**src/rtl/assert_macros.svh**
```systemverilog
// Assertion shorthands for the polar converter RTL.
// Needs a clock named i_clk and an active-low reset named i_rst_n in scope.
`ifndef ASSERT_MACROS_SVH
`define ASSERT_MACROS_SVH

// Same-cycle implication, quiet while in reset.
`define ASSERT_NOW(label, pre, post) \
    label: assert property (@(posedge i_clk) disable iff (!i_rst_n) (pre) |-> (post)) \
        else $error("assertion failed");

// Next-cycle implication, quiet while in reset.
`define ASSERT_NEXT(label, pre, post) \
    label: assert property (@(posedge i_clk) disable iff (!i_rst_n) (pre) |=> (post)) \
        else $error("assertion failed");

`endif

```
**src/rtl/c2pq_pkg.sv**
```systemverilog
// Shared types, codes and the arctangent table of the polar converter.
// No dependencies.
package c2pq_pkg;

    localparam int QUAD_W   = 3;
    localparam int RADIUS_W = 16;
    localparam int ZW       = 34;   // signed angle accumulator, 2^-32 turn units
    localparam int CXW      = 64;   // signed vector datapath
    localparam int FULL_W   = 33;   // unsigned full-circle angle, 2^-32 turn units

    localparam logic [QUAD_W-1:0] QC_ORIGIN = 3'd0;
    localparam logic [QUAD_W-1:0] QC_Q1     = 3'd1;
    localparam logic [QUAD_W-1:0] QC_Q2     = 3'd2;
    localparam logic [QUAD_W-1:0] QC_Q3     = 3'd3;
    localparam logic [QUAD_W-1:0] QC_Q4     = 3'd4;
    localparam logic [QUAD_W-1:0] QC_YAXIS  = 3'd5;
    localparam logic [QUAD_W-1:0] QC_XAXIS  = 3'd6;

    // 90 degrees in 2^-32 turn units
    localparam logic [FULL_W-1:0] QUARTER_TURN = 33'h0_4000_0000;

    typedef struct packed {
        logic              xneg;
        logic              yneg;
        logic [QUAD_W-1:0] code;
    } t_ctl;

    // atan(2^-i) in 2^-32 turn units
    function automatic logic [31:0] f_atan(input int idx);
        logic [31:0] v;
        case (idx)
            0:  v = 32'h20000000;
            1:  v = 32'h12E4051E;
            2:  v = 32'h09FB385B;
            3:  v = 32'h051111D4;
            4:  v = 32'h028B0D43;
            5:  v = 32'h0145D7E1;
            6:  v = 32'h00A2F61E;
            7:  v = 32'h00517C55;
            8:  v = 32'h0028BE53;
            9:  v = 32'h00145F2F;
            10: v = 32'h000A2F98;
            11: v = 32'h000517CC;
            12: v = 32'h00028BE6;
            13: v = 32'h000145F3;
            14: v = 32'h0000A2FA;
            15: v = 32'h0000517D;
            16: v = 32'h000028BE;
            17: v = 32'h0000145F;
            18: v = 32'h00000A30;
            19: v = 32'h00000518;
            20: v = 32'h0000028C;
            21: v = 32'h00000146;
            22: v = 32'h000000A3;
            23: v = 32'h00000051;
            24: v = 32'h00000029;
            25: v = 32'h00000014;
            26: v = 32'h0000000A;
            27: v = 32'h00000005;
            28: v = 32'h00000003;
            29: v = 32'h00000001;
            30: v = 32'h00000001;
            default: v = 32'h00000000;
        endcase
        return v;
    endfunction

endpackage

```
**src/rtl/c2pq_prep.sv**
```systemverilog
// Front end: magnitudes, position code, squares and their sum, three stages.
// Depends on c2pq_pkg.
module c2pq_prep
    import c2pq_pkg::*;
#(
    parameter int CW = 16
) (
    input  logic                  i_clk,
    input  logic                  i_rst_n,
    input  logic                  i_adv,
    input  logic                  i_valid,
    input  logic signed [CW-1:0]  i_x,
    input  logic signed [CW-1:0]  i_y,
    output logic                  o_valid,
    output t_ctl                  o_ctl,
    output logic [2*CW-1:0]       o_sum,
    output logic signed [CXW-1:0] o_cx,
    output logic signed [CXW-1:0] o_cy
);
    localparam int SQW   = 2 * CW;
    localparam int SHIFT = 60 - CW;

    logic          r_va, r_vb, r_vc;
    t_ctl          r_ctl_a, r_ctl_b, r_ctl_c;
    logic [CW-1:0] r_ax_a, r_ay_a, r_ax_b, r_ay_b, r_ax_c, r_ay_c;
    logic [SQW-1:0] r_sqx, r_sqy, r_sum;

    logic          xneg, yneg, xzero, yzero;
    logic [CW-1:0] n_ax, n_ay;
    t_ctl          n_ctl;

    always_comb begin
        xneg  = i_x[CW-1];
        yneg  = i_y[CW-1];
        xzero = (i_x == '0);
        yzero = (i_y == '0);
        // the most negative value wraps to its own magnitude as unsigned
        n_ax  = xneg ? CW'(-i_x) : i_x;
        n_ay  = yneg ? CW'(-i_y) : i_y;
        n_ctl.xneg = xneg;
        n_ctl.yneg = yneg;
        if (xzero && yzero) begin
            n_ctl.code = QC_ORIGIN;
        end else if (xzero) begin
            n_ctl.code = QC_YAXIS;
        end else if (yzero) begin
            n_ctl.code = QC_XAXIS;
        end else if (!xneg && !yneg) begin
            n_ctl.code = QC_Q1;
        end else if (xneg && !yneg) begin
            n_ctl.code = QC_Q2;
        end else if (xneg && yneg) begin
            n_ctl.code = QC_Q3;
        end else begin
            n_ctl.code = QC_Q4;
        end
    end

    always_ff @(posedge i_clk) begin
        if (!i_rst_n) begin
            r_va <= 1'b0;
            r_vb <= 1'b0;
            r_vc <= 1'b0;
        end else if (i_adv) begin
            r_va <= i_valid;
            r_vb <= r_va;
            r_vc <= r_vb;
        end
    end

    always_ff @(posedge i_clk) begin
        if (i_adv) begin
            r_ax_a  <= n_ax;
            r_ay_a  <= n_ay;
            r_ctl_a <= n_ctl;
            r_sqx   <= SQW'(r_ax_a) * SQW'(r_ax_a);
            r_sqy   <= SQW'(r_ay_a) * SQW'(r_ay_a);
            r_ax_b  <= r_ax_a;
            r_ay_b  <= r_ay_a;
            r_ctl_b <= r_ctl_a;
            r_sum   <= r_sqx + r_sqy;
            r_ax_c  <= r_ax_b;
            r_ay_c  <= r_ay_b;
            r_ctl_c <= r_ctl_b;
        end
    end

    assign o_valid = r_vc;
    assign o_ctl   = r_ctl_c;
    assign o_sum   = r_sum;
    assign o_cx    = CXW'(r_ax_c) << SHIFT;
    assign o_cy    = CXW'(r_ay_c) << SHIFT;

endmodule

```
**config.mk**
```make
export PLATFORM = sky130hd
export DESIGN_NAME = c2pq_prep
export DESIGN_NICKNAME = d
export VERILOG_FILES = /design/src/rtl/assert_macros.svh /design/src/rtl/c2pq_pkg.sv /design/src/rtl/c2pq_prep.sv
export SDC_FILE = /design/constraint.sdc
export NUM_CORES = 1
export LEC_CHECK = 0
export BUFFER_PORTS_ARGS = -buffer_cell sky130_fd_sc_hd__clkbuf_2
export CORE_MARGIN = 8
export CORE_UTILIZATION = 50
export CTS_BUF_LIST = sky130_fd_sc_hd__clkbuf_4 sky130_fd_sc_hd__clkbuf_8
export DETAILED_ROUTE_END_ITERATION = 12
export PLACE_DENSITY = 0.69
export SYNTH_ARGS = -nofsm -noshare
export SYNTH_HDL_FRONTEND = slang
export SYNTH_SLANG_ARGS = --single-unit
```
**constraint.sdc**
```tcl
create_clock -name i_clk -period 11.1 [get_ports i_clk]
set_input_delay 0.555 -clock i_clk [delete_from_list [all_inputs] [get_ports i_clk]]
set_output_delay 0.555 -clock i_clk [all_outputs]
set_load 0.01 [all_outputs]
```
### Word-level counts from Yosys, hierarchy flattened

Index checks and enable logic that the tools add are counted.

* register bits after elaboration: 210
* logic and storage cells: 45
* output and inout port bits: 166
* bits of input ports: 36

* reductions and logical operators: 9
* $mul: 2
* $add $sub $neg: 3
* mux-type cells: 7

Operators with widths (number)
* 16-bit by 16-bit multiplier with 32-bit output: 2
* 32-bit adder: 1
* 16-bit zero test: 2
* 16-bit negation: 2
* 15-bit two-way mux: 2
* 3-bit two-way mux: 5
* 1-bit logical AND: 4
* 1-bit zero test: 2
* 2-bit OR reduction: 1

### Longest topological paths before layout

* word-level depth: 6
* gate-level depth with buffers: 25

### Worst setup path before layout

OpenSTA, ideal clock, no wires.

* path kind: flip-flop to flip-flop
* start point: register r_ay_a[1]
* end point: register r_sqy[24] (data pin)
* slack: 4.969 ns
* buffers on the path: 2
* setup time: 0.262 ns
* cell stages (with the launch flop): 25
* data required time: 10.838 ns
* data arrival time: 5.870 ns
* cells stage by stage: edfxtp_1 clkbuf_1 clkbuf_1 and2_1 fa_1 inv_1 fa_1 inv_1 fa_1 inv_1 fa_1 inv_1 fa_1 inv_1 fa_1 inv_1 ha_1 and2_1 a221oi_1 a21o_1 a21oi_1 o31a_1 a21oi_1 o21ai_1 xor2_1

* word-level cells in the longest chain between the ends: 1

RTL lines
* start, declared: RTL line c2pq_prep.sv:25 `logic [CW-1:0] r_ax_a, r_ay_a, r_ax_b, r_ay_b, r_ax_c, r_ay_c;`
* start signal, assigned: RTL line c2pq_prep.sv:74 `r_ay_a <= n_ay;`
* 16-bit by 16-bit multiplier with 32-bit output: RTL line c2pq_prep.sv:77 `r_sqy <= SQW'(r_ay_a) * SQW'(r_ay_a);`
* end signal, assigned: RTL line c2pq_prep.sv:77
* end, declared: RTL line c2pq_prep.sv:26 `logic [SQW-1:0] r_sqx, r_sqy, r_sum;`

Every way passes these cells.
A chain may end at the register's enable or synchronous reset.

### Worst setup path after layout

* start point: register r_ax_a[9]
* end point: register r_sqx[30] (data pin)

* word-level cells in the longest chain between the ends: 1

RTL lines
* start, declared: RTL line c2pq_prep.sv:25
* start signal, assigned: RTL line c2pq_prep.sv:73 `r_ax_a <= n_ax;`
* 16-bit by 16-bit multiplier with 32-bit output: RTL line c2pq_prep.sv:76 `r_sqx <= SQW'(r_ax_a) * SQW'(r_ax_a);`
* end signal, assigned: RTL line c2pq_prep.sv:76
* end, declared: RTL line c2pq_prep.sv:26

Every way passes these cells.

==> flow_summary.ini <==
[synth]
synth-main-ff-cell = edfxtp_1
syn_area_per_cell_sq_um = 10.3
ys_seq_area_share_pct = 25.9
synth_cells = 2311
synth_top_area_cell = fa_1
synth_edf_count = 203
synth_most_common_cell = inv_1
synth_top_cell_area_share_pct = 27.3
synth_seq_cells = 206
synth.area.top_cells = fa_1 27%, edfxtp_1 26%, ha_1 13%, inv_1 8.2%, xnor2_1 3.5%
netlist_area_sq_um = 23700
synth.distinct_cells = 63
yosys-top-cells-count = 516 x inv_1, 324 x fa_1, 237 x ha_1, 203 x edfxtp_1, 187 x nand2_1
synthArstFlopShare_pct = 0
ys_warn_count = 0

[worst_setup_path]
cpMostUsedCell = inv_1
endpoint_kind = flip-flop
r2r-start = r_ax_a[9]$_DFFE_PP_
r2r-end = r_sqx[30]$_DFFE_PP_
critPathMaxFanout = 18
cp-endpoint = r_sqx[30]$_DFFE_PP_
r2r_cells = 23
cpPeakStageDelay_ps = 680
crit_chain = nand2_1 > inv_1 > fa_1 > inv_1 > fa_1 > inv_1 > fa_1 > inv_1 > fa_1 > inv_1 > fa_1 > inv_1 > fa_1 > inv_1 > ha_1 > and3_1 > nand3_1 > o211ai_1 > a211oi_1 > o21ai_1 > a21o_1 > a21oi_1 > xnor2_1
required_ps = 11430
critPathArrivalTime_ps = 7000
cp-startpoint = r_ax_a[9]$_DFFE_PP_
rrSetupSlack_ps = 4430
crit_type = reg -> reg
worst_setup_path_start_kind = flip-flop
crit_slowest_cell = edfxtp_1

[floorplanning]
io_pins = 202
start_util_pct = 50.2
die_h_um = 234
fp.dieW_um = 234
rows = 80
core_sq_um = 47200
dieArea_sq_um = 54700

[routing]
dr.first_iter.drc_count = 815
drtAntennaViolNets = 0
num_vias = 15600
wl_per_cell_um = 16.5
wl_mm = 50.0
routed_via_density = 5.15
dr.pass1.iters = 6
drc = 0

[placement]
gp_congestion = 0.918
port_buffers = 105
dp.cells = 2969
hpwl_mm = 40.0
dp_slack_ps = 4460

[sta]
slew_headroom_pct = 39.9
worst_pin_slew_ps = 902
finalCritPeriodShare_pct = 60.1
slew_viol_final = 0
layout_setup_ws_ps = 4430
setup_violations = 0
rsz0062_at_grt = false
fin_crit_ps = 6670
setup_tns_ps = 0
fmax_mhz = 150
finalHoldViolCount = 0
fin_skew_ps = 32.2

[clock_network]
htree_num_levels = 2
cts_setup_buffers = 0
path_clk_slew_ps = 60
cts_made_buffers = 38
cts_tree = done
clock_sinks = 206
cts_buffer_depth = 3
clkLatencyLatePin_ps = 590
cts-root-buf = clkbuf_8
postCtsResizedCells = 0
cts_hold_buffers = 0

[min_path]
min_path_type = in -> reg

[layout]
fin_nets = 2991
syn_to_final_growth_pct = 6.11
drive_gt1_share_pct = 7.90
fin_cells = 3033
utilization_pct = 53.3

[global_route]
groute.usage.overall_pct = 18.9
grt_antenna_before_repair = 3
grt-ovfl-total = 0
grt_pass1_wl_mm = 82.8
grt_start_max_net_pins = 100
grt_pass1_vias = 16800

[outcome]
status = completed

[run]
maxCapViolations = 0
==> flip-flops by register name, indices dropped and copies added, names as in the netlist, 16 cells and up <==
signal	count
o_sum	32
r_ax_a	16
r_ax_b	16
r_ax_c	16
r_ay_a	16
r_ay_b	16
r_ay_c	16
r_sqx	30
r_sqy	30
==> layout make-up <==
class,instances,area (sq um)
antenna,1,2.50
multi-input combinational,1524,15000
fill,4224,22100
sequential,206,6160
inverter,516,1940
clock inverter,10,75.1
timing repair buffer,108,558
clock buffer,53,648
tap,615,769
==> cell families after synthesis <==
group / count (synthesis) / share of synthesized area [%]
other: 1 / 0.0158
adders and majority gates: 561 / 39.8
DFF: 206 / 25.9
buffers and inverters: 676 / 12.2
and+or+nand+nor: 450 / 9.06
AOI/OAI and AO/OA: 282 / 7.89
muxes: 7 / 0.311
xor gates and xnor gates: 128 / 4.73
==> per-stage QoR <==
| stage | hold slack (ps) | area (sq um) |
|---|---|---|
| 2_1_floorplan | 400 | 24100 |
| 3_3_place_gp | 402 | 24400 |
| 3_5_place_dp | 405 | 24400 |
| 4_1_cts | 175 | 25200 |
| 5_1_grt | 200 | 25200 |
| 6_report | 222 | 25200 |
==> cells in the final DEF, fill, tap and decap left out, types with 11 or more instances in the layout <==
cell,n
inv_1,516
fa_1,324
nor3_1,14
conb_1,96
xnor2_1,96
o21ai_0,43
clkbuf_8,40
edfxtp_1,203
nand2_1,187
a21oi_1,85
a21o_1,53
nor2b_1,20
o21bai_1,11
o31ai_1,12
clkbuf_4,13
ha_1,237
clkbuf_2,104
nand4_1,15
xor2_1,32
nand3_1,22
and2_1,83
o21a_1,11
nor2_1,69
==> how the worst min path moves through the flow <==
stage	startpoint	end	slack [ps]	cells past startpoint
floorplan	r_ctl_b[0]$_DFFE_PP_	o_ctl[0]$_DFFE_PP_	400	0
global placement	r_ax_b[7]$_DFFE_PP_	r_ax_c[7]$_DFFE_PP_	400	0
detailed placement	r_ax_b[4]$_DFFE_PP_	r_ax_c[4]$_DFFE_PP_	400	0
CTS	i_rst_n	r_va$_SDFFE_PN0P_	180	2
global route	i_y[0]	r_ay_a[0]$_DFFE_PP_	200	1
finish	i_rst_n	r_va$_SDFFE_PN0P_	220	2
==> routing by layer <==
layer	up-vias	wire (um)	GRT usage, %
li1	7316	-	-
met1	7861	21200	24.1
met2	395	24900	33.0
met3	62	2770	3.18
met4	0	1050	5.51
met5	-	0	0
==> worst max-delay path, delay by kind of cell (launching register included) <==
kind	cells	cell delay (ps)
buffers and inverters	7	380
AOI/OAI and AO/OA	5	1300
adders and majority gates	7	3370
DFF	1	680
xor gates and xnor gates	1	130
and+or+nand+nor	3	550
Power is left out: the tool's default activity adds up to more than one toggle a clock period on the data nets, which glitch-free logic cannot reach.
