[src/rtl/assert_macros.svh]
// Assertion shorthands for the polar converter RTL.
// Needs a clock named i_clk and an active-low reset named i_rst_n in scope.
`ifndef ASSERT_MACROS_SVH
`define ASSERT_MACROS_SVH

// Same-cycle implication, quiet while in reset.
`define ASSERT_NOW(label, pre, post) \
    label: assert property (@(posedge i_clk) disable iff (!i_rst_n) (pre) |-> (post)) \
        else $error("assertion failed");

// Next-cycle implication, quiet while in reset.
`define ASSERT_NEXT(label, pre, post) \
    label: assert property (@(posedge i_clk) disable iff (!i_rst_n) (pre) |=> (post)) \
        else $error("assertion failed");

`endif

[src/rtl/c2pq_pkg.sv]
// Shared types, codes and the arctangent table of the polar converter.
// No dependencies.
package c2pq_pkg;

    localparam int QUAD_W   = 3;
    localparam int RADIUS_W = 16;
    localparam int ZW       = 34;   // signed angle accumulator, 2^-32 turn units
    localparam int CXW      = 64;   // signed vector datapath
    localparam int FULL_W   = 33;   // unsigned full-circle angle, 2^-32 turn units

    localparam logic [QUAD_W-1:0] QC_ORIGIN = 3'd0;
    localparam logic [QUAD_W-1:0] QC_Q1     = 3'd1;
    localparam logic [QUAD_W-1:0] QC_Q2     = 3'd2;
    localparam logic [QUAD_W-1:0] QC_Q3     = 3'd3;
    localparam logic [QUAD_W-1:0] QC_Q4     = 3'd4;
    localparam logic [QUAD_W-1:0] QC_YAXIS  = 3'd5;
    localparam logic [QUAD_W-1:0] QC_XAXIS  = 3'd6;

    // 90 degrees in 2^-32 turn units
    localparam logic [FULL_W-1:0] QUARTER_TURN = 33'h0_4000_0000;

    typedef struct packed {
        logic              xneg;
        logic              yneg;
        logic [QUAD_W-1:0] code;
    } t_ctl;

    // atan(2^-i) in 2^-32 turn units
    function automatic logic [31:0] f_atan(input int idx);
        logic [31:0] v;
        case (idx)
            0:  v = 32'h20000000;
            1:  v = 32'h12E4051E;
            2:  v = 32'h09FB385B;
            3:  v = 32'h051111D4;
            4:  v = 32'h028B0D43;
            5:  v = 32'h0145D7E1;
            6:  v = 32'h00A2F61E;
            7:  v = 32'h00517C55;
            8:  v = 32'h0028BE53;
            9:  v = 32'h00145F2F;
            10: v = 32'h000A2F98;
            11: v = 32'h000517CC;
            12: v = 32'h00028BE6;
            13: v = 32'h000145F3;
            14: v = 32'h0000A2FA;
            15: v = 32'h0000517D;
            16: v = 32'h000028BE;
            17: v = 32'h0000145F;
            18: v = 32'h00000A30;
            19: v = 32'h00000518;
            20: v = 32'h0000028C;
            21: v = 32'h00000146;
            22: v = 32'h000000A3;
            23: v = 32'h00000051;
            24: v = 32'h00000029;
            25: v = 32'h00000014;
            26: v = 32'h0000000A;
            27: v = 32'h00000005;
            28: v = 32'h00000003;
            29: v = 32'h00000001;
            30: v = 32'h00000001;
            default: v = 32'h00000000;
        endcase
        return v;
    endfunction

endpackage

[src/rtl/c2pq_post.sv]
// Back end: clamp and fold the angle, round it, saturate the radius; output register.
// Depends on c2pq_pkg.
module c2pq_post
    import c2pq_pkg::*;
#(
    parameter int CW = 16,
    parameter int AW = 16
) (
    input  logic                 i_clk,
    input  logic                 i_rst_n,
    input  logic                 i_adv,
    input  logic                 i_valid,
    input  t_ctl                 i_ctl,
    input  logic [2*CW-1:0]      i_root,
    input  logic signed [ZW-1:0] i_z,
    output logic                 o_valid,
    output logic [RADIUS_W-1:0]  o_radius,
    output logic [AW-1:0]        o_angle,
    output logic [QUAD_W-1:0]    o_quadrant
);
    localparam int SQW = 2 * CW;
    localparam logic [SQW-1:0]    RMAX  = SQW'({RADIUS_W{1'b1}});
    localparam logic [FULL_W:0]   ROUND = (FULL_W + 1)'(1) << (31 - AW);
    localparam logic signed [ZW-1:0] ZQ = $signed(ZW'(QUARTER_TURN));

    logic                r_valid;
    logic [RADIUS_W-1:0] r_radius;
    logic [AW-1:0]       r_angle;
    logic [QUAD_W-1:0]   r_quad;

    logic [FULL_W-1:0]   q, full;
    logic [FULL_W:0]     rounded;
    logic [RADIUS_W-1:0] n_radius;

    always_comb begin
        if (i_z[ZW-1]) begin
            q = '0;
        end else if (i_z > ZQ) begin
            q = QUARTER_TURN;
        end else begin
            q = FULL_W'(i_z);
        end
        case (i_ctl.code)
            QC_ORIGIN: full = '0;
            QC_YAXIS:  full = i_ctl.yneg ? FULL_W'(3 * QUARTER_TURN) : QUARTER_TURN;
            QC_XAXIS:  full = i_ctl.xneg ? FULL_W'(2 * QUARTER_TURN) : '0;
            QC_Q1:     full = q;
            QC_Q2:     full = FULL_W'(2 * QUARTER_TURN) - q;
            QC_Q3:     full = FULL_W'(2 * QUARTER_TURN) + q;
            QC_Q4:     full = FULL_W'(4 * QUARTER_TURN) - q;
            default:   full = '0;
        endcase
        // round to nearest; a full turn wraps to zero by dropping bit 32
        rounded  = {1'b0, full} + ROUND;
        n_radius = (i_root > RMAX) ? {RADIUS_W{1'b1}} : i_root[RADIUS_W-1:0];
    end

    always_ff @(posedge i_clk) begin
        if (!i_rst_n) begin
            r_valid <= 1'b0;
        end else if (i_adv) begin
            r_valid <= i_valid;
        end
    end

    always_ff @(posedge i_clk) begin
        if (i_adv) begin
            r_radius <= n_radius;
            r_angle  <= rounded[32-AW +: AW];
            r_quad   <= i_ctl.code;
        end
    end

    assign o_valid    = r_valid;
    assign o_radius   = r_radius;
    assign o_angle    = r_angle;
    assign o_quadrant = r_quad;

endmodule

[config.mk]
export PLATFORM = sky130hd
export DESIGN_NAME = c2pq_post
export DESIGN_NICKNAME = d
export VERILOG_FILES = /design/src/rtl/assert_macros.svh /design/src/rtl/c2pq_pkg.sv /design/src/rtl/c2pq_post.sv
export SDC_FILE = /design/constraint.sdc
export NUM_CORES = 1
export LEC_CHECK = 0
export BUFFER_PORTS_ARGS = -buffer_cell sky130_fd_sc_hd__buf_4
export CAP_MARGIN = 20
export CORE_ASPECT_RATIO = 0.9
export CORE_MARGIN = 1.5
export CORE_UTILIZATION = 50
export DETAILED_ROUTE_END_ITERATION = 6
export GPL_TIMING_DRIVEN = 0
export PLACE_DENSITY_LB_ADDON = 0.2
export SLEW_MARGIN = 20
export SYNTH_ARGS = -nofsm -noshare
export SYNTH_HDL_FRONTEND = slang
export SYNTH_SLANG_ARGS = --single-unit
[constraint.sdc]
create_clock -name i_clk -period 9.7 [get_ports i_clk]
set_input_delay 1.94 -clock i_clk [delete_from_list [all_inputs] [get_ports i_clk]]
set_output_delay 1.94 -clock i_clk [all_outputs]
set_load 0.005 [all_outputs]
=== Yosys cells after proc, flatten, opt, wreduce, memory -nomap -nowiden ===
Cells that the tools add are included.

* Bits of input ports: 75
* Flip-flop bits (word level): 36
* Logic and storage cells: 21

* $add $sub $neg: 4
* Magnitude comparators: 2
* Equality and inequality tests: 6
* Muxes and demuxes: 5

{| class="wikitable"
|+ Operators by type and width
! cell !! count
|-
| $pmux 32 s6 || 1
|-
| $mux 32 || 4
|-
| $gt 34x32->1 const B || 1
|-
| $add 32x16->32 const B || 1
|-
| $add 32x32->32 const A || 1
|-
| $gt 32x16->1 const B || 1
|-
| $sub 1x32->32 const A || 1
|-
| $sub 32x32->32 const A || 1
|-
| $eq 3x3->1 const B || 3
|-
| $eq 3x2->1 const B || 2
|-
| $eq 3x1->1 const B || 1
|}

=== Longest topological paths before layout ===
* Depth in word-level cells: 6
* Mapped depth: 15
* Mapped depth without buffers: 13

=== Worst setup path before layout ===
No wires, ideal clock.

* Kind: input -> register
* Start point: in i_z[16]
* End point: reg r_angle[15] (netlist: o_angle[15]), data pin
* Buffers on the path: 1
* Stages: 13
* Arrival time: 4,379 ps
* Path slack: 5,057 ps
* Cells stage by stage: clkbuf_1 > nor4_1 > nand4_1 > nor3_2 > nor2_1 > a21oi_1 > ha_1 > nand2_1 > nor4_1 > a211oi_1 > or3_1 > nor4_1 > xnor2_1

* Word-level cells in the longest chain between the ends: 6

{| class="wikitable"
|+ RTL lines
! what !! line !! RTL
|-
| start, declared || c2pq_post.sv:15 || <nowiki>input logic signed [ZW-1:0] i_z,</nowiki>
|-
| $gt 34x32->1 || c2pq_post.sv:38 || <nowiki>end else if (i_z > ZQ) begin</nowiki>
|-
| $mux 32 (*) || c2pq_post.sv:38 ||
|-
| $mux 32 (*) || c2pq_post.sv:36 || <nowiki>if (i_z[ZW-1]) begin</nowiki>
|-
| $sub 1x32->32, or another cell as far along || c2pq_post.sv:50 || <nowiki>QC_Q4: full = FULL_W'(4 * QUARTER_TURN) - q;</nowiki>
|-
| $pmux 32 s6 (*) || c2pq_post.sv:43 || <nowiki>case (i_ctl.code)</nowiki>
|-
| $add 32x16->32 (*) || c2pq_post.sv:54 || <nowiki>rounded = {1'b0, full} + ROUND;</nowiki>
|-
| via rounded[31] || c2pq_post.sv:32 || <nowiki>logic [FULL_W:0] rounded;</nowiki>
|-
| end signal, assigned || c2pq_post.sv:69 || <nowiki>r_angle <= rounded[32-AW +: AW];</nowiki>
|-
| end, declared || c2pq_post.sv:28 || <nowiki>logic [AW-1:0] r_angle;</nowiki>
|}

Mark *: on every way through the listed nets, which the timed path passes. The rest lies on a longest branch.
A chain may end at the register's enable or synchronous reset.

=== Worst setup path in the final report ===
* Start point: in i_z[5]
* End point: reg r_angle[15] (netlist: o_angle[15]), data pin

Same word-level chain as after synthesis.

==> results.md <==
* Post-CTS Setup Bufs at 0
* CP Launch Point: i_z[5]
* Die Wd at 77.0 um
* Max Slew Vio Count at 0
* Maximum VDD drop at 0.0822 mV
* Die Area at between 5000 and 6000 sq um
* CP required at 9.75 ns
* HP Class: reg -> reg
* Fillers at about 390
* Yosys reg bits at 36
* Final Hold Viols at 0
* Multi-input logic area at 1330 sq um
* Worst Max-Slew Pin Slew at 0.704 ns
* Clock buffers created by TritonCTS at 5
* Gate Count Post-Synth at 256
* Register Area at 1070 sq um
* Post-CTS Hold Fix Bufs at 0
* Placer Congestion at ~0.96
* GR Layer Usage met2 at 0.419
* Fin crit period at 5.12 ns
* Sink Count at 36
* Sequential cell area fraction in the yosys report at 0.435
* Yosys top cell by area: edfxtp_1
* Flop2flop setup slack at 9.10 ns
* Ant. Diodes at 0
* Largest cells by area after synthesis: edfxtp_1 (43%), or2_2 (4.8%), nor3_1 (3.7%)
* Largest net degree at the start of global routing at 37
* Fin Clk Skew at 0 ns
* First-pass detailed-route iteration total at 4
* Total congestion overflow at 0
* Synth Flop Type: edfxtp_1
* Final nets at 446
* Layout cells sized above 1 at 0.404
* Initial antenna violation count at 0
* Max FO, Critical Path at 6
* R2R cell count at 2
* Post-cts resize count at 0
* Number of global-route vias before repair at around 2300
* Core Rows at 24
* Status: complete, no violations
* Highest Clock Rate at 195 MHz
* CP Class: in -> reg
* Number of distinct library cells after synthesis at 58
* Root Driver: clkbuf_8
* Vias per cell at 5.69
* Final hold slack at about 0.54 ns
* Met1 Usage GRT at 0.342
* Area share of the largest cell type after synthesis at 0.427
* Post-Synth XOR/XNOR Area at 0.0564
* RSZ-0062 raised after global routing: no
* Simple logic cell fraction of the synthesized area at 0.302
* Capturing point of the worst reg2reg path: o_valid
* Relative slew margins at 0.527
* Synth async-reset ratio at 0
* Core area at 4800 sq um
* Mapped cell area at about 2500 sq um
* Clock latency at the later pin of the worst-skew pair at 0.29 ns
* Critical Path AT at 5.17 ns
* Fin crit share at 0.528
* Reg-to-Reg Start: o_valid
* Busiest layer in global routing: met2
* Critical path endpoint: o_angle[15]
* Average size of a mapped cell at between 9 and 10 sq um
* Global-route wire length before repair at 11000 um
* Routed Wire Length at 6770 um
* Largest family of logic cells by synthesized area: simple AND/OR/NAND/NOR gates
* Post-synthesis mux area share at 0.00813
* Crit. End Element: register
* # IOs at 111
* Starting Density at 0.513
* Setup_tns at 0 ns
* Syn nets at 332
* GRT Resource Usage Total at 0.262
* Die height at 69.6 um
* DRC Markers at 0
* Longest Clk Path Bufs at 2
* IO Port Bufs at around 110
* Leak Pwr at around 1.3 nW
* Routing usage on met3 at 0.0592
* Avg WL per Cell at 15.5 um
* H-tree Lvls at 2
* DP HPWL at 5130 um
* Critical path startpoint category: primary input
* Complex-gate fraction of the synthesized area at 0.167
* Synth-to-Final Area Change at 40.4%
* # setup viols final at 0
* Vias at 2483
* Adder-Cell Fraction of Synth Area at 0.00508
* Number of synthesized flops with an enable pin at 35
* CTS tree: yes
* Clock transition at the registers of the reported paths at 0.07 ns
* Pwr Density at between 100 and 150 nW/um^2
* Detailed Route Iter0 Violations at 118
* Number of max-cap violations at 0
* Routed Antenna Nets at 0
* Warnings from Yosys at 0
[flip-flops by register name, indices dropped and copies added, names as in the netlist]
signal      cells
o_quadrant      3
o_valid         1
o_angle        16
o_radius       16
[final cells by class]
class | instances | share of cell area
Clock buffer | 5 | 0.0199
Buffer | 13 | 0.0156
Clock inverter | 3 | 0.0123
Tap cell | 65 | 0.0235
Sequential cell | 36 | 0.310
Inverter | 3 | 0.00325
Timing Repair Buffer | 107 | 0.232
Multi-Input combinational cell | 204 | 0.384
[routing by layer]
layer  part of all wire  routed length (um)
met1               0.42                2870
met2               0.47                3150
met3              0.088                 595
met4              0.021                 145
met5                  0                   0
[worst min path at each step]
stage               slack [ns]  startpoint  endpoint  cells after the start
floorplan                 0.51     o_valid   o_valid                      2
global placement          0.50     o_valid   o_valid                      2
detailed placement        0.54     o_valid   o_valid                      2
CTS                       0.55     o_valid   o_valid                      2
global route              0.56     o_valid   o_valid                      2
finish                    0.54     o_valid   o_valid                      2
[per-stage QoR]
stage           util  setup slack, ns  std cells  total power (W)  area, sq um
6_report       0.720             4.58        436         0.000387         3460
5_1_grt        0.720             4.24        436         0.000403         3460
4_1_cts        0.720             4.66        436         0.000388         3460
3_5_place_dp   0.697             4.31        428         0.000257         3350
3_3_place_gp   0.697             4.35        428         0.000256         3350
2_1_floorplan      -             5.06        256         0.000210         2460
[cell usage in the layout (no fill, tap or decap), types with 3 or more instances in the layout]
master	instances
nor4_1	12
or2_2	19
and2_1	3
buf_2	4
buf_4	107
or3_1	3
a31oi_1	4
nand4_1	4
clkbuf_1	9
xnor2_1	9
clkbuf_8	5
a211oi_1	3
and4_1	4
xor2_1	5
nand2_1	14
nor2_1	24
edfxtp_1	35
o21ai_0	12
a21oi_1	7
nand3_1	10
nor3_1	18
inv_1	3
[cells in the mapped netlist, types with 4 or more instances]
library cell and instances:
xnor2_1 9, clkbuf_1 9, a21oi_1 7, buf_2 4, nor3_1 18, or2_2 19, xor2_1 5, nand2_1 14
edfxtp_1 35, nor4_1 12, nand3_1 10, nand4_1 4, and4_1 4, a31oi_1 4, nor2_1 24, o21ai_0 12
[cells by family (layout without fill, tap and decap cells)]
family          count (synthesis)  after routing
simple gates                  131            131
compound gates                 55             55
flops                          36             36
buf+inv                        16            131
xor+xnor                       15             15
mux                             2              2
fa+ha+maj                       1              1
[report_power, final]
group	total, W	internal, W	leakage (nW)	switching [W]
logic	0.0000731	0.0000387	0.889	0.0000344
registers	0.000182	0.000179	0.351	0.00000238
clock network	0.000132	0.0000760	0.0541	0.0000559
total	0.000387	0.000294	1.29	0.0000927
[critical path, cell delays in order]
cell and delay [ns]:
buf_4 0.11, nor4_1 0.33, nand4_1 0.37, nor3_2 0.52
nor2_1 0.25, a21oi_1 0.18, ha_1 0.18, nand2_1 0.08
nor4_1 0.20, a211oi_1 0.12, or3_1 0.41, nor4_1 0.37
xnor2_1 0.11
Note: power is estimated with default switching activity, not from simulation.
