$ cat src/rtl/assert_macros.svh
// Assertion shorthands for the polar converter RTL.
// Needs a clock named i_clk and an active-low reset named i_rst_n in scope.
`ifndef ASSERT_MACROS_SVH
`define ASSERT_MACROS_SVH

// Same-cycle implication, quiet while in reset.
`define ASSERT_NOW(label, pre, post) \
    label: assert property (@(posedge i_clk) disable iff (!i_rst_n) (pre) |-> (post)) \
        else $error("assertion failed");

// Next-cycle implication, quiet while in reset.
`define ASSERT_NEXT(label, pre, post) \
    label: assert property (@(posedge i_clk) disable iff (!i_rst_n) (pre) |=> (post)) \
        else $error("assertion failed");

`endif

$ cat src/rtl/c2pq_pkg.sv
// Shared types, codes and the arctangent table of the polar converter.
// No dependencies.
package c2pq_pkg;

    localparam int QUAD_W   = 3;
    localparam int RADIUS_W = 16;
    localparam int ZW       = 34;   // signed angle accumulator, 2^-32 turn units
    localparam int CXW      = 64;   // signed vector datapath
    localparam int FULL_W   = 33;   // unsigned full-circle angle, 2^-32 turn units

    localparam logic [QUAD_W-1:0] QC_ORIGIN = 3'd0;
    localparam logic [QUAD_W-1:0] QC_Q1     = 3'd1;
    localparam logic [QUAD_W-1:0] QC_Q2     = 3'd2;
    localparam logic [QUAD_W-1:0] QC_Q3     = 3'd3;
    localparam logic [QUAD_W-1:0] QC_Q4     = 3'd4;
    localparam logic [QUAD_W-1:0] QC_YAXIS  = 3'd5;
    localparam logic [QUAD_W-1:0] QC_XAXIS  = 3'd6;

    // 90 degrees in 2^-32 turn units
    localparam logic [FULL_W-1:0] QUARTER_TURN = 33'h0_4000_0000;

    typedef struct packed {
        logic              xneg;
        logic              yneg;
        logic [QUAD_W-1:0] code;
    } t_ctl;

    // atan(2^-i) in 2^-32 turn units
    function automatic logic [31:0] f_atan(input int idx);
        logic [31:0] v;
        case (idx)
            0:  v = 32'h20000000;
            1:  v = 32'h12E4051E;
            2:  v = 32'h09FB385B;
            3:  v = 32'h051111D4;
            4:  v = 32'h028B0D43;
            5:  v = 32'h0145D7E1;
            6:  v = 32'h00A2F61E;
            7:  v = 32'h00517C55;
            8:  v = 32'h0028BE53;
            9:  v = 32'h00145F2F;
            10: v = 32'h000A2F98;
            11: v = 32'h000517CC;
            12: v = 32'h00028BE6;
            13: v = 32'h000145F3;
            14: v = 32'h0000A2FA;
            15: v = 32'h0000517D;
            16: v = 32'h000028BE;
            17: v = 32'h0000145F;
            18: v = 32'h00000A30;
            19: v = 32'h00000518;
            20: v = 32'h0000028C;
            21: v = 32'h00000146;
            22: v = 32'h000000A3;
            23: v = 32'h00000051;
            24: v = 32'h00000029;
            25: v = 32'h00000014;
            26: v = 32'h0000000A;
            27: v = 32'h00000005;
            28: v = 32'h00000003;
            29: v = 32'h00000001;
            30: v = 32'h00000001;
            default: v = 32'h00000000;
        endcase
        return v;
    endfunction

endpackage

$ cat src/rtl/c2pq_step.sv
// One core stage: one root bit of the square root and one vectoring rotation.
// Depends on c2pq_pkg.
module c2pq_step
    import c2pq_pkg::*;
#(
    parameter int CW  = 16,
    parameter int RS  = 16,
    parameter int IDX = 0
) (
    input  logic                  i_clk,
    input  logic                  i_rst_n,
    input  logic                  i_adv,
    input  logic                  i_valid,
    input  t_ctl                  i_ctl,
    input  logic [2*CW-1:0]       i_rem,
    input  logic [2*CW-1:0]       i_root,
    input  logic signed [CXW-1:0] i_cx,
    input  logic signed [CXW-1:0] i_cy,
    input  logic signed [ZW-1:0]  i_z,
    output logic                  o_valid,
    output t_ctl                  o_ctl,
    output logic [2*CW-1:0]       o_rem,
    output logic [2*CW-1:0]       o_root,
    output logic signed [CXW-1:0] o_cx,
    output logic signed [CXW-1:0] o_cy,
    output logic signed [ZW-1:0]  o_z
);
    localparam int SQW = 2 * CW;
    localparam int J   = (IDX < CW) ? (CW - 1 - IDX) : 0;
    localparam logic [SQW-1:0] SQ_BIT = SQW'(1) << (2 * J);

    logic                  r_valid;
    t_ctl                  r_ctl;
    logic [SQW-1:0]        r_rem, r_root;
    logic signed [CXW-1:0] r_cx, r_cy;
    logic signed [ZW-1:0]  r_z;

    logic [SQW-1:0]        trial, n_rem, n_root;
    logic signed [CXW-1:0] sx, sy, n_cx, n_cy;
    logic signed [ZW-1:0]  atan_z, n_z;

    always_comb begin
        trial  = i_root + SQ_BIT;
        n_rem  = i_rem;
        n_root = i_root;
        if (IDX < CW) begin
            if (i_rem >= trial) begin
                n_rem  = i_rem - trial;
                n_root = (i_root >> 1) + SQ_BIT;
            end else begin
                n_root = i_root >> 1;
            end
        end
    end

    always_comb begin
        sx     = i_cx >>> IDX;
        sy     = i_cy >>> IDX;
        atan_z = $signed({2'b00, f_atan(IDX)});
        n_cx   = i_cx;
        n_cy   = i_cy;
        n_z    = i_z;
        if (IDX < RS) begin
            // rotate toward the x axis
            if (!i_cy[CXW-1] && (i_cy != '0)) begin
                n_cx = i_cx + sy;
                n_cy = i_cy - sx;
                n_z  = i_z + atan_z;
            end else begin
                n_cx = i_cx - sy;
                n_cy = i_cy + sx;
                n_z  = i_z - atan_z;
            end
        end
    end

    always_ff @(posedge i_clk) begin
        if (!i_rst_n) begin
            r_valid <= 1'b0;
        end else if (i_adv) begin
            r_valid <= i_valid;
        end
    end

    always_ff @(posedge i_clk) begin
        if (i_adv) begin
            r_ctl  <= i_ctl;
            r_rem  <= n_rem;
            r_root <= n_root;
            r_cx   <= n_cx;
            r_cy   <= n_cy;
            r_z    <= n_z;
        end
    end

    assign o_valid = r_valid;
    assign o_ctl   = r_ctl;
    assign o_rem   = r_rem;
    assign o_root  = r_root;
    assign o_cx    = r_cx;
    assign o_cy    = r_cy;
    assign o_z     = r_z;

endmodule

$ cat config.mk
export PLATFORM = sky130hd
export DESIGN_NAME = c2pq_step
export DESIGN_NICKNAME = d
export VERILOG_FILES = /design/src/rtl/assert_macros.svh /design/src/rtl/c2pq_pkg.sv /design/src/rtl/c2pq_step.sv
export SDC_FILE = /design/constraint.sdc
export NUM_CORES = 1
export LEC_CHECK = 0
export BUFFER_PORTS_ARGS = -buffer_cell sky130_fd_sc_hd__buf_2
export CORE_MARGIN = 1.5
export CORE_UTILIZATION = 50
export DETAILED_ROUTE_END_ITERATION = 8
export HOLD_SLACK_MARGIN = 0.1
export PLACE_DENSITY = 0.74
export SYNTH_ARGS = -nofsm -noshare
export SYNTH_HDL_FRONTEND = slang
export SYNTH_SLANG_ARGS = --single-unit
export TNS_END_PERCENT = 5
$ cat constraint.sdc
create_clock -name i_clk -period 10.5 [get_ports i_clk]
set_clock_uncertainty 0.1 [all_clocks]
set_input_delay 1.575 -clock i_clk [delete_from_list [all_inputs] [get_ports i_clk]]
set_output_delay 1.575 -clock i_clk [all_outputs]
set_load 0.02 [all_outputs]
# == Yosys cells after proc, flatten, opt, wreduce, memory -nomap -nowiden ==
# Cells that the tools add are included.
# W data, S select, Z words.
# op_classes
n_addsub,8
n_mul,0
div,0
magnitude_cmp,1
eq_ne,0
n_shift,0
mux,5
n_bitwise,0
n_reduce_logical,3
# op_table
cell,n
$mux W64,2
$sub A64 B64 Y64,2
$add A64 B64 Y64,1
$reduce_bool A64 Y1,1
$add A34 B31 Y34 const B,1
$mux W34,1
$sub A34 B31 Y34 const B,1
$add A31 B31 Y32 const B,1
$add A32 B31 Y32 const B,1
$ge A32 B32 Y1,1
$mux W32,1
$sub A32 B32 Y32,1
$mux W31,1
$logic_and A1 B1 Y1,1
$logic_not A1 Y1,1
# totals
reg_bits,232
latchBits,0
ram_bits,0
mem_bits_ro,0
out_inout_bits,232
elab_cells,27
mem_count,0

# == Longest topological paths before layout ==
# logic_depth
ltp_word,3
depth_mapped,15

# == Least setup slack after synthesis ==
# OpenSTA, ideal clock, no wires.
# synth_path
path_type,input port to flip-flop
from,input i_cx[23]
to,"register r_cy[63], in the netlist o_cy[63], data pin"
setup_time_ns,0.264
arrival_time_ns,4.219
path_slack_ns,5.916
cell_stages,13
cell_sequence,inv_1 > ha_1 > buf_6 > nor4_4 > nand4_2 > or4_4 > o221ai_4 > o21ai_2 > or4_4 > o21bai_4 > o211ai_2 > a31oi_2 > xnor2_1
# synth_between
elab_chain_cells,2
elab_cells_between_ends,3
classes_between,2 x add/sub; 1 x mux
# synth_lines
item,line,text
"start, declared",c2pq_step.sv:17,"input logic signed [CXW-1:0] i_cx,"
$add A64 B64 Y64 or $sub A64 B64 Y64 (tied branches),"c2pq_step.sv:71, c2pq_step.sv:67",
$mux W64 *,c2pq_step.sv:65,if (!i_cy[CXW-1] && (i_cy != '0)) begin
named net n_cy[63],c2pq_step.sv:39,"logic signed [CXW-1:0] sx, sy, n_cx, n_cy;"
"end signal, assigned",c2pq_step.sv:91,r_cy <= n_cy;
"end, declared",c2pq_step.sv:35,"logic signed [CXW-1:0] r_cx, r_cy;"
# Mark *: on every way through the listed nets, which the timed path passes. The rest lies on a longest branch.
# A chain may end at the register's enable or synchronous reset.

# == Worst setup path after layout ==
# layout_path
from,input i_cy[52]
to,"register r_cy[56], in the netlist o_cy[56], data pin"
# layout_between
elab_chain_cells,3
elab_cells_between_ends,5
classes_between,2 x add/sub; 1 x mux; 2 x reduce/logical
# layout_lines
item,line,text
"start, declared",c2pq_step.sv:18,"input logic signed [CXW-1:0] i_cy,"
branches (longest 2 deep; another with $add A64 B64 Y64),n/a,
$mux W64 *,c2pq_step.sv:65,
named net n_cy[56],c2pq_step.sv:39,
# Mark *: on every way through the listed nets, which the timed path passes.

==> impl_summary.md <==
Layout
Of the cells placed in the final design, the portion with a size suffix greater than 1 is 0.196. The relative area change from synthesis to final layout is 17.5%. The count of nets after finishing is 3,381.

The cell area after layout is 0.0252 mm2.

Timing
The share of the cycle needed by the critical path after routing is 0.569. The minimum clock period is 5.98 ns. The final count of hold timing violations came to 0.

For this run, the top clock speed supported by timing is 167 MHz. The total count of max-transition violations in the final report was 0. In this run the tightest slew margin relative to its limit is 0.0703.

Setup repair after global routing left no endpoint under its margin. At the pin with the least slew margin, the transition time is 1.38 ns. The total of endpoints with negative setup slack in the final report is 0.

The sum of negative setup slack is 0 ns.

Power
The maximum VDD drop is 0.143 mV. The leakage power figure is 11.0 nW. The power density of the placed cells is 149 mW/mm2.

Yosys
The mean instance size in the synthesized netlist is 8.58 um2. The share of the Yosys chip area taken by registers is 0.323. The number of nets handed over by synthesis was 2,977.

The share of synthesized area in the top cell type comes to 0.322. After technology mapping, the gate count stands at 2,498. Synthesis instantiated 85 different standard cells from the library.

The register bit count reported by yosys is 231. The number of enable-type register cells in the synthesized netlist is 230. The share of synthesized flip-flops with an asynchronous set or reset is 0.

The synthesized netlist occupies a cell area of 0.0214 mm2. The count of warnings emitted by yosys is 0. The dominant cell by count in the synthesized netlist is sky130_fd_sc_hd__a21oi_1. The cell type contributing the most total cell area after synthesis is sky130_fd_sc_hd__edfxtp_1. In the synthesized netlist the dominant register cell turns out to be sky130_fd_sc_hd__edfxtp_1. By count the netlist is led by 340 x sky130_fd_sc_hd__a21oi_1, 240 x sky130_fd_sc_hd__ha_1, 230 x sky130_fd_sc_hd__edfxtp_1, 227 x sky130_fd_sc_hd__inv_1, 207 x sky130_fd_sc_hd__nor2_1. Sorting the synthesized cells by area gives the leading types as sky130_fd_sc_hd__edfxtp_1 32%, sky130_fd_sc_hd__ha_1 14%, sky130_fd_sc_hd__a21oi_1 7.9%, sky130_fd_sc_hd__xnor2_1 5.7%, sky130_fd_sc_hd__o21ai_0 4.0%.

Placed design
During placement, the flow inserted port buffers numbering 466. The detailed placement HPWL is 70.0 mm. The area of placed instances is 0.0241 mm2. The final weighted congestion of routability-driven global placement is 1.04.

Clock tree
The clock passes through at most 3 buffers. The number of buffers created by CTS is 29. The clock tree from TritonCTS is yes. The number of levels in the clock H-tree is 1. The clock edge transition at the registers on the reported setup and hold paths is 0.07 ns. The count of hold-fix buffers inserted at cts is 0. The count of cells resized by post-cts repair is 0. The later pin in the worst-skew pair is clocked with a latency of 0.59 ns. CTS placed an instance of sky130_fd_sc_hd__clkbuf_16 at the clock tree root. Post-CTS timing repair inserted 0 buffers for setup. The CTS sink count is 231.

Floorplan
The die covers 0.0441 mm2. The die is 210 um tall. The core area is 0.0421 mm2. The number of rows in the core area is 75.

The starting density of the core is 0.509. In this run the horizontal extent of the chip is 210 um. The total I/O pin count is 467.

GRT
In the global route stage, met2 resource usage came out at 0.604. In the global route stage, met3 resource usage came out at 0.0669. The number of global-route vias before repair came to 21.0k.

The busiest layer in global routing is met2. The first global-routing pass estimated 128 mm of wire. The remaining global-route overflow is 0. Entering global routing, the biggest net connects 82 pins. The initial antenna violation count is 13. The global-route total usage across every layer is 0.382. The met1 track utilization from global routing is 0.507.

Worst setup path
For the worst setup path, the data arrival time is 6.30 ns. The depth of the worst register-to-register path is 2. Traced cell by cell, the critical path runs through buf_2 -> nor4_1 -> nand4_1 -> nor4_1 -> nor2_4 -> inv_4 -> buf_4 -> a2111oi_0 -> o31ai_1 -> mux2i_1 -> o21ai_0 -> nor3_1.

The worst setup path is of the input pin to register kind. The capturing point of the worst reg2reg path is o_valid. The first element of the critical path is i_cy[52].

STA classifies the critical path endpoint as a register. The startpoint class of the critical path is an input pin. STA puts the critical path data required time at 10.82 ns. On the critical path, the stage with the largest delay is an instance of sky130_fd_sc_hd__nor4_1.

In this design, the critical path's most frequently occurring cell is sky130_fd_sc_hd__nor4_1. The delay of the slowest critical-path stage is 1.09 ns. The startpoint identified for the worst register-to-register timing path is o_valid.

The flop-to-flop setup slack is 9.80 ns. In this run the worst path has a maximum fanout of 78.

Worst hold path
The type of the most critical hold path is register to register. In this run the most critical hold path is launched from o_valid. Counting instances, the worst hold path has a depth of 2. The end point of the worst hold path is o_valid.

Drt
The detailed router finished its first iteration with 2,795 violations. The mean number of vias per cell is 6.35. Dividing the detail-routed wire length by the instance count gives 25.1 um. The residual antenna-violating net count after detailed routing is 0. The final layout contains routed wiring with a total length of 87.2 mm. The number of design rule violations left after detail routing is 0. The via count is 22.0k. The first TritonRoute pass finished after 8 iterations.

Flow run
Max-cap violations in this run came to 0.

Run status
The flow ran to the end, and the final reports show no timing, DRC or antenna violations.
[worst max-delay path by stage]
stage                    end  slack (ns)  cells past startpoint
global placement    o_cy[56]        4.01                     12
global route        o_cy[56]        4.35                     12
floorplan           o_cy[63]        5.92                     13
finish              o_cy[56]        4.52                     12
detailed placement  o_cy[56]        4.05                     12
CTS                 o_cy[56]        4.66                     12
[flip-flops by register name, indices dropped and copies added (netlist names)]
name / count
o_cy: 63
o_root: 32
o_rem: 32
o_z: 34
o_cx: 64
o_ctl: 5
o_valid: 1
[cell families (layout without fill, tap and decap cells)]
logic type,after synthesis,in the layout,synth area share
AOI/OAI and AO/OA,856,856,0.245
xor gates and xnor gates,155,155,0.0633
adders and majority gates,244,244,0.144
buffers and inverters,342,768,0.0618
DFF,231,231,0.323
muxes,44,44,0.0212
other,0,9,0
and+or+nand+nor,626,626,0.142
[metrics by stage]
step / std cells / total power, mW / hold slack [ns] / setup WS [ns] / utilization
after CTS: 3463 / 3.73 / 0.429 / 4.66 / 0.597
after global routing: 3469 / 3.89 / 0.484 / 4.35 / 0.597
after global placement: 3410 / 2.62 / 0.414 / 4.01 / 0.572
final: 3472 / 3.75 / 0.436 / 4.52 / 0.598
after floorplan: 2498 / 2.12 / 0.489 / 5.92 / -
after detailed placement: 3410 / 2.62 / 0.406 / 4.05 / 0.572
[where the power goes]
group	total, mW	switching [mW]	internal [mW]
Clock	1.10	0.442	0.662
Sequential	1.24	0.0493	1.19
Combinational	1.41	0.947	0.458
Total	3.75	1.44	2.31
[critical path: cells and delay by family]
| kind | cells | cell delay, ns |
|---|---|---|
| buffers and inverters | 3 | 1.58 |
| and+or+nand+nor | 5 | 2.37 |
| AOI/OAI and AO/OA | 3 | 0.49 |
| muxes | 1 | 0.23 |
[layout make-up]
cell class                 instances  area, um2
tap                              539        674
clock buffer                      32        737
antenna                            9       22.5
clock inverter                    21        309
timing repair buffer             475       2410
multi-input combinational       1925      13200
inverter                         240        903
fill                            3753      17000
sequential                       231       6930
[layer usage]
| metal | vias to the layer above | routed length (um) |
|---|---|---|
| met5 | - | 40 |
| met4 | 8 | 4520 |
| met3 | 246 | 9060 |
| met2 | 1403 | 38900 |
| met1 | 10500 | 34600 |
| li1 | 9896 | - |
[cell usage in the layout (no fill, tap or decap), drive strengths merged, types with 11 or more instances in the layout]
cell type / Yosys / routed
buf: 36 / 475
a21oi: 341 / 341
ha: 240 / 240
inv: 230 / 234
edfxtp: 230 / 230
nor2: 207 / 207
o21ai: 186 / 186
xnor2: 139 / 139
nand2: 136 / 136
o21bai: 65 / 65
nand4: 47 / 47
nor4: 46 / 46
a21o: 45 / 45
nor3: 45 / 45
nand3: 35 / 35
mux2i: 33 / 33
clkbuf: 66 / 32
nor2b: 31 / 31
o31ai: 30 / 30
a211oi: 25 / 25
a31oi: 25 / 25
nand2b: 20 / 20
o211ai: 20 / 20
o21a: 19 / 19
clkinv: 10 / 18
xor2: 16 / 16
a221oi: 12 / 12
and2: 11 / 11
mux2: 11 / 11
No activity file was read; power rests on OpenSTA's default activity.
